[src/lcgska_pkg.sv]
// Shared widths, reset values and register indexes of the LCG skip-ahead unit.
package lcgska_pkg;

    localparam int WORD_W     = 64;
    localparam int HALF_W     = 32;
    localparam int IN_DATA_W  = 128;
    localparam int OUT_DATA_W = 64;
    localparam int CFG_DATA_W = 64;
    localparam int CFG_IDX_W  = 1;

    typedef logic [WORD_W-1:0]    t_word;
    typedef logic [HALF_W-1:0]    t_half;
    typedef logic [CFG_IDX_W-1:0] t_cfg_idx;

    localparam t_word MUL_RESET = 64'hd134_2543_de82_ef95;
    localparam t_word INC_RESET = 64'h0000_0000_0000_0001;

    localparam t_cfg_idx CFG_MULTIPLIER = 1'b0;
    localparam t_cfg_idx CFG_INCREMENT  = 1'b1;

endpackage

[src/lcg64_skip_ahead_unit.sv]
// LCG skip-ahead: square-and-multiply jump over a shared 32x32 multiplier.
//
//  channel   | direction | transaction contents (lowest bits first)
//  ----------+-----------+------------------------------------------------
//  s_axis    | in        | tdata: seed[63:0], skip_count[127:64] (signed)
//  m_axis    | out       | tdata: new_seed[63:0]
//  i_cfg_*   | in        | write: index 0 multiplier, index 1 increment
//
// Every modular multiply runs on the single 32x32 multiplier as low x low
// plus addend, then the two cross terms into the upper half.
// For a count with bit length L and popcount P the unit runs
// 2*(L-1) + 2*P + 1 multiplies (one for a zero count), after accepting the
// transaction and before moving the result to the output register.
// Reset is synchronous, active low; it clears control and loads the register
// reset values. s_axis_tready is high only while idle and out of reset; a
// waiting result in the output register does not block a new transaction.
module lcg64_skip_ahead_unit #(
    parameter int STATE_BITS = 64
) (
    input  logic                              i_clk,
    input  logic                              i_rst_n,
    input  logic                              s_axis_tvalid,
    output logic                              s_axis_tready,
    // seed [63:0], skip_count [127:64]
    input  logic [lcgska_pkg::IN_DATA_W-1:0]  s_axis_tdata,
    output logic                              m_axis_tvalid,
    input  logic                              m_axis_tready,
    // new_seed [63:0]
    output logic [lcgska_pkg::OUT_DATA_W-1:0] m_axis_tdata,
    input  logic                              i_cfg_wr_en,
    input  logic [lcgska_pkg::CFG_IDX_W-1:0]  i_cfg_index,
    input  logic [lcgska_pkg::CFG_DATA_W-1:0] i_cfg_data
);
    import lcgska_pkg::*;

    localparam int W = STATE_BITS;

    typedef logic [W-1:0] t_state;

    typedef enum logic [1:0] {
        S_IDLE,
        S_MUL,
        S_DONE
    } t_fsm;

    // which product the shared unit forms
    typedef enum logic [2:0] {
        OP_AM,   // acc_mul  = acc_mul * step_mul
        OP_AA,   // acc_add  = acc_add * step_mul + step_add
        OP_SA,   // step_add = step_mul * step_add + step_add
        OP_SM,   // step_mul = step_mul * step_mul
        OP_FIN   // result   = acc_mul * seed + acc_add
    } t_op;

    // partial product phases
    localparam logic [1:0] PH_LL = 2'd0;
    localparam logic [1:0] PH_LH = 2'd1;
    localparam logic [1:0] PH_HL = 2'd2;

    t_fsm   r_state;
    t_op    r_op;
    logic [1:0] r_phase;
    t_state r_mul, r_inc;
    t_state r_seed, r_step_mul, r_step_add, r_acc_mul, r_acc_add;
    t_word  r_count;
    t_word  r_prod;
    logic [OUT_DATA_W-1:0] r_out;
    logic   r_out_valid;

    t_word  op_a, op_b, op_add;
    t_half  mul_x, mul_y;
    t_word  mul_p;
    t_word  n_prod;
    t_word  count_shr;
    t_word  in_count;
    t_state res;

    // select operands of the shared multiplier
    always_comb begin
        unique case (r_op)
            OP_AM: begin
                op_a   = WORD_W'(r_acc_mul);
                op_b   = WORD_W'(r_step_mul);
                op_add = '0;
            end
            OP_AA: begin
                op_a   = WORD_W'(r_acc_add);
                op_b   = WORD_W'(r_step_mul);
                op_add = WORD_W'(r_step_add);
            end
            OP_SA: begin
                op_a   = WORD_W'(r_step_mul);
                op_b   = WORD_W'(r_step_add);
                op_add = WORD_W'(r_step_add);
            end
            OP_SM: begin
                op_a   = WORD_W'(r_step_mul);
                op_b   = WORD_W'(r_step_mul);
                op_add = '0;
            end
            OP_FIN: begin
                op_a   = WORD_W'(r_acc_mul);
                op_b   = WORD_W'(r_seed);
                op_add = WORD_W'(r_acc_add);
            end
            default: begin
                op_a   = '0;
                op_b   = '0;
                op_add = '0;
            end
        endcase
    end

    // one 32x32 product per cycle; accumulate modulo 2^64
    always_comb begin
        mul_x = (r_phase == PH_HL) ? op_a[WORD_W-1:HALF_W] : op_a[HALF_W-1:0];
        mul_y = (r_phase == PH_LH) ? op_b[WORD_W-1:HALF_W] : op_b[HALF_W-1:0];
        mul_p = WORD_W'(mul_x) * WORD_W'(mul_y);
        if (r_phase == PH_LL) begin
            n_prod = mul_p + op_add;
        end else begin
            n_prod = {r_prod[WORD_W-1:HALF_W] + mul_p[HALF_W-1:0], r_prod[HALF_W-1:0]};
        end
        res       = n_prod[W-1:0];
        count_shr = r_count >> 1;
        in_count  = s_axis_tdata[IN_DATA_W-1:WORD_W];
    end

    assign s_axis_tready = i_rst_n && (r_state == S_IDLE);
    assign m_axis_tvalid = r_out_valid;
    assign m_axis_tdata  = r_out;

    // sequencer, configuration registers and output register
    always_ff @(posedge i_clk) begin
        if (!i_rst_n) begin
            r_state     <= S_IDLE;
            r_out_valid <= 1'b0;
            r_op        <= OP_FIN;
            r_phase     <= PH_LL;
            r_mul       <= MUL_RESET[W-1:0];
            r_inc       <= INC_RESET[W-1:0];
        end else begin
            // write configuration
            if (i_cfg_wr_en) begin
                unique case (i_cfg_index)
                    CFG_MULTIPLIER: r_mul <= i_cfg_data[W-1:0];
                    CFG_INCREMENT:  r_inc <= i_cfg_data[W-1:0];
                    default:        r_mul <= r_mul;
                endcase
            end

            // drop the result once taken, unless a new one replaces it
            if (r_out_valid && m_axis_tready && (r_state != S_DONE)) begin
                r_out_valid <= 1'b0;
            end

            unique case (r_state)
                S_IDLE: begin
                    if (s_axis_tvalid) begin
                        r_seed     <= s_axis_tdata[W-1:0];
                        r_count    <= in_count;
                        r_step_mul <= r_mul;
                        r_step_add <= r_inc;
                        r_acc_mul  <= W'(1);
                        r_acc_add  <= '0;
                        r_phase    <= PH_LL;
                        r_state    <= S_MUL;
                        if (in_count == '0) begin
                            r_op <= OP_FIN;
                        end else if (in_count[0]) begin
                            r_op <= OP_AM;
                        end else begin
                            r_op <= OP_SA;
                        end
                    end
                end
                S_MUL: begin
                    r_prod <= n_prod;
                    unique case (r_phase)
                        PH_LL: r_phase <= PH_LH;
                        PH_LH: r_phase <= PH_HL;
                        default: begin
                            // write back and pick the next product
                            r_phase <= PH_LL;
                            unique case (r_op)
                                OP_AM: begin
                                    r_acc_mul <= res;
                                    r_op      <= OP_AA;
                                end
                                OP_AA: begin
                                    r_acc_add <= res;
                                    r_op      <= (count_shr != '0) ? OP_SA : OP_FIN;
                                end
                                OP_SA: begin
                                    r_step_add <= res;
                                    r_op       <= OP_SM;
                                end
                                OP_SM: begin
                                    r_step_mul <= res;
                                    r_count    <= count_shr;
                                    r_op       <= count_shr[0] ? OP_AM : OP_SA;
                                end
                                default: begin
                                    r_state <= S_DONE;
                                end
                            endcase
                        end
                    endcase
                end
                S_DONE: begin
                    // hold until the output register is free
                    if (!r_out_valid || m_axis_tready) begin
                        r_out       <= OUT_DATA_W'(r_prod[W-1:0]);
                        r_out_valid <= 1'b1;
                        r_state     <= S_IDLE;
                    end
                end
                default: r_state <= S_IDLE;
            endcase
        end
    end

    // a transaction starts a multi-cycle job
    a_busy_after_accept: assert property (@(posedge i_clk) disable iff (!i_rst_n)
        s_axis_tvalid && s_axis_tready |=> !s_axis_tready)
        else $error("input accepted again right after a transaction");

    // results never carry bits above the state width
    a_result_width: assert property (@(posedge i_clk) disable iff (!i_rst_n)
        m_axis_tvalid |-> ((m_axis_tdata >> STATE_BITS) == '0))
        else $error("result has bits above the state width");

    // a finished result moves out as soon as the output slot is free
    a_done_moves: assert property (@(posedge i_clk) disable iff (!i_rst_n)
        (r_state == S_DONE) && (!r_out_valid || m_axis_tready) |=>
            m_axis_tvalid && (r_state == S_IDLE))
        else $error("finished result not moved to the output register");

endmodule

[config.mk]
export PLATFORM = sky130hd
export DESIGN_NAME = lcg64_skip_ahead_unit
export DESIGN_NICKNAME = d
export VERILOG_FILES = /design/src/lcgska_pkg.sv /design/src/lcg64_skip_ahead_unit.sv
export SDC_FILE = /design/constraint.sdc
export NUM_CORES = 2
export LEC_CHECK = 0
export BUFFER_PORTS_ARGS = -buffer_cell sky130_fd_sc_hd__buf_2
export CELL_PAD_IN_SITES_DETAIL_PLACEMENT = 2
export CELL_PAD_IN_SITES_GLOBAL_PLACEMENT = 2
export CORE_ASPECT_RATIO = 1.1
export CORE_UTILIZATION = 25
export CTS_CLUSTER_SIZE = 10
export DETAILED_ROUTE_END_ITERATION = 10
export PLACE_DENSITY = 0.61
export REMOVE_ABC_BUFFERS = 1
export SLEW_MARGIN = 30
export SYNTH_ARGS = -nofsm -noshare
export SYNTH_HDL_FRONTEND = slang
export SYNTH_SLANG_ARGS = --single-unit
[constraint.sdc]
create_clock -name i_clk -period 10.1 [get_ports i_clk]
set_input_delay 0.505 -clock i_clk [delete_from_list [all_inputs] [get_ports i_clk]]
set_output_delay 0.505 -clock i_clk [all_outputs]
set_load 0.02 [all_outputs]
## Word level (Yosys, flattened, before mapping)

Index checks and enable logic that the tools add are counted.

| word-level totals | value |
|---|---|
| register bits after elaboration | 648 |
| output and inout bits | 66 |
| bits of input ports | 198 |
| word-level logic and storage cells | 110 |

| cells by class | value |
|---|---|
| add/subtract/negate cells | 2 |
| mux-type cells | 45 |
| equal/unequal tests | 18 |
| reduce and logical (&&, ||, !) cells | 29 |
| multipliers | 1 |
| bitwise logic cells | 1 |

Operators by type and width:

| cell | number |
|---|---|
| $mux W64 | 16 |
| $pmux W64 S2 | 6 |
| $pmux W64 S3 | 2 |
| $add A64 B64 Y64 | 1 |
| $logic_not A64 Y1 | 1 |
| $mul A32 B32 Y64 | 1 |
| $mux W32 | 2 |
| $reduce_bool A64 Y1 | 1 |
| $add A32 B32 Y32 | 1 |
| $reduce_and A5 Y1 | 4 |
| $mux W2 | 7 |
| $mux W3 | 4 |
| $ne A2 B2 Y1 const B | 6 |
| $pmux W3 S4 | 1 |
| $pmux W2 S2 | 2 |
| $reduce_and A2 Y1 | 4 |
| $reduce_and A4 Y1 | 2 |
| $reduce_or A2 Y1 | 4 |
| $eq A3 B2 Y1 const B | 2 |
| $ne A2 B1 Y1 const B | 3 |
| $pmux W2 S3 | 1 |
| $pmux W3 S2 | 1 |
| $reduce_and A3 Y1 | 2 |
| $ne A5 B2 Y1 const B | 1 |
| other kinds (14) | 21 |

## Longest topological paths before layout

| logic depth | value |
|---|---|
| word-level depth | 10 |
| depth in mapped cells | 49 |
| mapped depth without buffers | 44 |

## Worst setup path before layout

Ideal clock, no wire load.

| path | value |
|---|---|
| kind | register -> register |
| from | register r_op[1] |
| to | register r_step_add[53], data pin |
| buffers on the path | 9 |
| setup time | 269 ps |
| path slack | -801 ps |
| data arrival time | 10631 ps |
| cell stages (with the launch flop) | 49 |
| clock period less this slack | 10901 ps |
| data required time | 9831 ps |
| cell sequence | dfxtp_1 buf_2 nor2b_1 buf_2 buf_4 buf_2 buf_2 buf_2 a21oi_1 o22ai_1 and2_1 clkbuf_1 buf_2 nand2_1 fa_1 inv_1 fa_1 inv_1 (+13 left out) o211ai_1 a221o_1 o21a_1 nor2_1 o21bai_1 xor2_1 ha_1 clkbuf_1 a21o_1 a21o_1 a21o_1 a21o_1 a21oi_1 o21ai_0 or2_0 or3_1 a31oi_1 a21oi_1 |

| on the way | value |
|---|---|
| word-level cells in the longest chain between the ends | 10 |
| elaborated cells between the ends (all ways) | 21 |
| those cells by class | 2 x add/sub; 1 x mul; 4 x eq/ne; 9 x mux; 5 x reduce/logical |

Ends and longest elaborated chain:

| item | line | source |
|---|---|---|
| start, declared | lcg64_skip_ahead_unit.sv:61 | `t_op r_op;` |
| start signal, assigned | lcg64_skip_ahead_unit.sv:192 | `r_op <= (count_shr != '0) ? OP_SA : OP_FIN;` |
| start signal, assigned | lcg64_skip_ahead_unit.sv:201 | `r_op <= count_shr[0] ? OP_AM : OP_SA;` |
| $eq A3 B2 Y1, or another cell as far along | lcg64_skip_ahead_unit.sv:80 | `unique case (r_op)` |
| $reduce_or A3 Y1 (no line) or $reduce_or A2 Y1 (tied branches) | -- |  |
| $pmux W64 S3 | lcg64_skip_ahead_unit.sv:80 |  |
| $mux W32 (on tied branches) | lcg64_skip_ahead_unit.sv:117, lcg64_skip_ahead_unit.sv:116 |  |
| $mul A32 B32 Y64 | lcg64_skip_ahead_unit.sv:118 | `mul_p = WORD_W'(mul_x) * WORD_W'(mul_y);` |
| $add A64 B64 Y64 or $add A32 B32 Y32 (tied branches) | lcg64_skip_ahead_unit.sv:120, lcg64_skip_ahead_unit.sv:122 |  |
| $mux W64 * | lcg64_skip_ahead_unit.sv:119 | `if (r_phase == PH_LL) begin` |
| $mux W64 * | lcg64_skip_ahead_unit.sv:185 | `unique case (r_op)` |
| $mux W64 * | lcg64_skip_ahead_unit.sv:179 | `unique case (r_phase)` |
| $pmux W64 S2 * | lcg64_skip_ahead_unit.sv:157 | `unique case (r_state)` |
| end signal, assigned | lcg64_skip_ahead_unit.sv:163 | `r_step_add <= r_inc;` |
| end signal, assigned | lcg64_skip_ahead_unit.sv:195 | `r_step_add <= res;` |
| end, declared | lcg64_skip_ahead_unit.sv:64 | `t_state r_seed, r_step_mul, r_step_add, r_acc_mul, r_acc_add;` |

Mark *: on every way between the ends. The rest lies on a longest branch, timed or not. The select of a mux whose other input is x is not followed.
A chain may end at the register's enable or synchronous reset.

## Final worst setup path

| path | value |
|---|---|
| from | register r_op[1] |
| to | register r_step_mul[57], data pin |

| on the way | value |
|---|---|
| word-level cells in the longest chain between the ends | 10 |
| elaborated cells between the ends (all ways) | 21 |
| those cells by class | 2 x add/sub; 1 x mul; 4 x eq/ne; 9 x mux; 5 x reduce/logical |

Ends and longest elaborated chain:

| item | line | source |
|---|---|---|
| $eq A3 B2 Y1, or another cell as far along | lcg64_skip_ahead_unit.sv:80 |  |
| $reduce_or A3 Y1 (no line) or $reduce_or A2 Y1 (tied branches) | -- |  |
| $pmux W64 S3 | lcg64_skip_ahead_unit.sv:80 |  |
| $mux W32 (on tied branches) | lcg64_skip_ahead_unit.sv:117, lcg64_skip_ahead_unit.sv:116 |  |
| $mul A32 B32 Y64 | lcg64_skip_ahead_unit.sv:118 |  |
| $add A64 B64 Y64 or $add A32 B32 Y32 (tied branches) | lcg64_skip_ahead_unit.sv:120, lcg64_skip_ahead_unit.sv:122 |  |
| $mux W64 * | lcg64_skip_ahead_unit.sv:119 |  |
| $mux W64 * | lcg64_skip_ahead_unit.sv:185 |  |
| $mux W64 * | lcg64_skip_ahead_unit.sv:179 |  |
| $pmux W64 S2 * | lcg64_skip_ahead_unit.sv:157 |  |
| end signal, assigned | lcg64_skip_ahead_unit.sv:162 | `r_step_mul <= r_mul;` |
| end signal, assigned | lcg64_skip_ahead_unit.sv:199 | `r_step_mul <= res;` |
| end, declared | lcg64_skip_ahead_unit.sv:64 |  |

Marks and branches as above.

==> results.json <==
{
  "status": "finished, violations left",
  "violations": "setup timing",
  "yosysMostFrequentCell": "nand2_1",
  "drv_cap": 0,
  "antenna_left": 0,
  "fp.dieW_um": 490,
  "setup_slack_ps": -1420,
  "post-dp-hpwl_um": 272000,
  "grt_use_met1": 0.317,
  "place.gp.congestion": 0.936,
  "antenna_found_initial": 18,
  "synth_ff_type": "edfxtp_1",
  "critical_path.max_stage_delay_ps": 600,
  "hold_start": "s_axis_tdata[23]",
  "numPortBuffers": 263,
  "nets": 10173,
  "hold_slack_ps": 30.9,
  "grt_pass1_wl_um": 485000,
  "slew_headroom": 0.266,
  "grtUsageTotal": 0.253,
  "num_io_pins": 264,
  "syn_area_um2": 65400,
  "synth_area_per_cell_um2": 9.25,
  "synth_warnings": 0,
  "die_height_um": 538,
  "row_count": 196,
  "drt-pass1-iter-count": 5,
  "hp-class": "in -> reg",
  "synth.top_cells.by_count": "nand2_1 (1194), inv_1 (1032), fa_1 (898)",
  "fmax_mhz": 86.8,
  "coreArea_um2": 260000,
  "tightest_slew_ps": 1100,
  "synth_seq_cells": 647,
  "start_util": 0.252,
  "areaGrowthSynthToFinish_pct": 42.8,
  "reg2reg_from": "r_op[1]$_SDFFE_PN0P_",
  "crit_path_end_kind": "flop",
  "busiest_layer": "met2",
  "grt_pass1_vias": 67932,
  "route.vias.total": 60028,
  "drive_above_1_share": 0.331,
  "startpoint_type": "flop",
  "clock_latency_ps": 700,
  "worst_ep_arrival_time_ps": 11880,
  "cts.clk_slew.worst_paths_ps": 60,
  "post-route-period-util": 1.14,
  "cts_tree": "built",
  "drc_errors": 0,
  "cp-startpoint": "r_op[1]$_SDFFE_PN0P_",
  "crit_slowest_cell": "fa_2",
  "h-tree-depth": 3,
  "cp_common_cell": "fa_1",
  "grt_setup_unrepaired": "yes",
  "path_max_fanout": 8,
  "synth_edf_count": 511,
  "finalMaxSlewViolations": 0,
  "clkSinkCount": 647,
  "fin_crit_ps": 11520,
  "ys_types": 91,
  "initialDrtViolationCount": 3136,
  "worstPathRequired_ps": 10460,
  "final_cells": 12251,
  "fin_skew_ps": 67.9,
  "root_buffer": "clkbuf_16",
  "postSynthCellCount": 7069,
  "yosysTopAreaCell": "fa_1",
  "gr-total-overflow": 0,
  "synth_area_leaders": "fa_1 (27%), edfxtp_1 (23%), nand2_1 (6.9%)",
  "wl_per_cell_um": 27.9,
  "ys_seq_area_frac": 0.276,
  "grt_max_degree": 124,
  "worst-setup-path-type": "reg -> reg",
  "viasPerCell": 4.90,
  "drt-total-wl_um": 341000,
  "cts_made_buffers": 77,
  "grt_use_met2": 0.448,
  "final_hold_viol_count": 0,
  "dieArea_um2": 264000,
  "synth_top_area_share": 0.275,
  "synthArstFlopShare": 0,
  "cts_buffer_depth": 3,
  "dp.cells": 11805,
  "setup-violations-final": 205,
  "groute.layer.met3.usage": 0.0223
}
## critical path: cells and delay by family, from the launching register on
kind | cells | cell delay (ps)
and+or+nand+nor | 13 | 2300
AOI/OAI and AO/OA | 7 | 1600
xor gates and xnor gates | 1 | 240
DFF | 1 | 370
adders and majority gates | 10 | 4500
buffers and inverters | 15 | 2110
## layer usage
metal / routed length (um) / up-vias
met5: 102 / -
met3: 12300 / 501
li1: - / 26217
met4: 17600 / 16
met2: 169000 / 1449
met1: 142000 / 31845
## sequential cells by signal, summed over array words and instances (netlist names)
register / flops
m_axis_tdata: 64
m_axis_tvalid: 1
r_acc_add: 64
r_acc_mul: 64
r_count: 63
r_inc: 64
r_mul: 64
r_op: 3
r_phase: 2
r_prod: 64
r_seed: 64
r_state: 2
r_step_add: 64
r_step_mul: 64
## per-stage QoR
stage | setup WS (ps) | util | cell area (um2) | TNS, ps
2_1_floorplan | -6200 | - | 63700 | -1493640
3_3_place_gp | -2130 | 0.317 | 82300 | -300930
3_5_place_dp | -2290 | 0.317 | 82300 | -332650
4_1_cts | -1150 | 0.345 | 89600 | -145700
5_1_grt | -1610 | 0.360 | 93400 | -214990
6_report | -1420 | 0.360 | 93400 | -158060
## worst paths after layout
path / to / slack (ps) / cells after the start
min reg2reg: m_axis_tdata[19]$_DFFE_PP_ / 460 / 0
max: r_step_mul[57]$_DFFE_PP_ / -1420 / 46
min: r_seed[23]$_DFFE_PP_ / 30 / 1
max reg2reg: r_step_mul[57]$_DFFE_PP_ / -1420 / 46
## final cells by class
| type | instances | area, um2 |
|---|---|---|
| fill | 28031 | 166000 |
| multi-input combinational | 4960 | 47100 |
| sequential | 647 | 18100 |
| timing repair buffer | 1997 | 17600 |
| tap | 3465 | 4340 |
| inverter | 1036 | 3910 |
| clock buffer | 128 | 2190 |
| clock inverter | 12 | 200 |
| antenna | 6 | 15.0 |
## placed cells by master, fill, tap and decap left out, types with 65 or more instances in the layout
| master | count |
|---|---|
| nor2_1 | 636 |
| edfxtp_1 | 511 |
| fa_1 | 836 |
| ha_1 | 299 |
| a221o_1 | 72 |
| buf_4 | 1329 |
| buf_12 | 159 |
| a21o_1 | 114 |
| nand2_1 | 1161 |
| buf_6 | 157 |
| a21boi_0 | 98 |
| inv_1 | 984 |
| nor2_2 | 79 |
| clkbuf_16 | 82 |
| a21oi_1 | 234 |
| buf_2 | 262 |
| a22o_1 | 70 |
| nand3_1 | 65 |
| a21oi_2 | 123 |
| dfxtp_1 | 131 |
## timing repair
item                                    CTS  global route
endpoints found under the hold margin    51             0
setup buffers                           120           139
gates resized for setup                 630           608
pin swaps                               170           305
hold buffers                             51             0
gates cloned                             18             2
endpoints found under the setup margin  240           239
## cell families after synthesis
kind of cell | synth area share
XOR/XNOR | 0.0186
AND/OR/NAND/NOR | 0.149
buffers and inverters | 0.0853
AO/OA/AOI/OAI | 0.124
multiplexers | 0.00342
adder cells (fa/ha/maj) | 0.343
flip-flops | 0.276
Power is left out: the tool's default activity adds up to more than one toggle a clock period on the data nets, which glitch-free logic cannot reach.
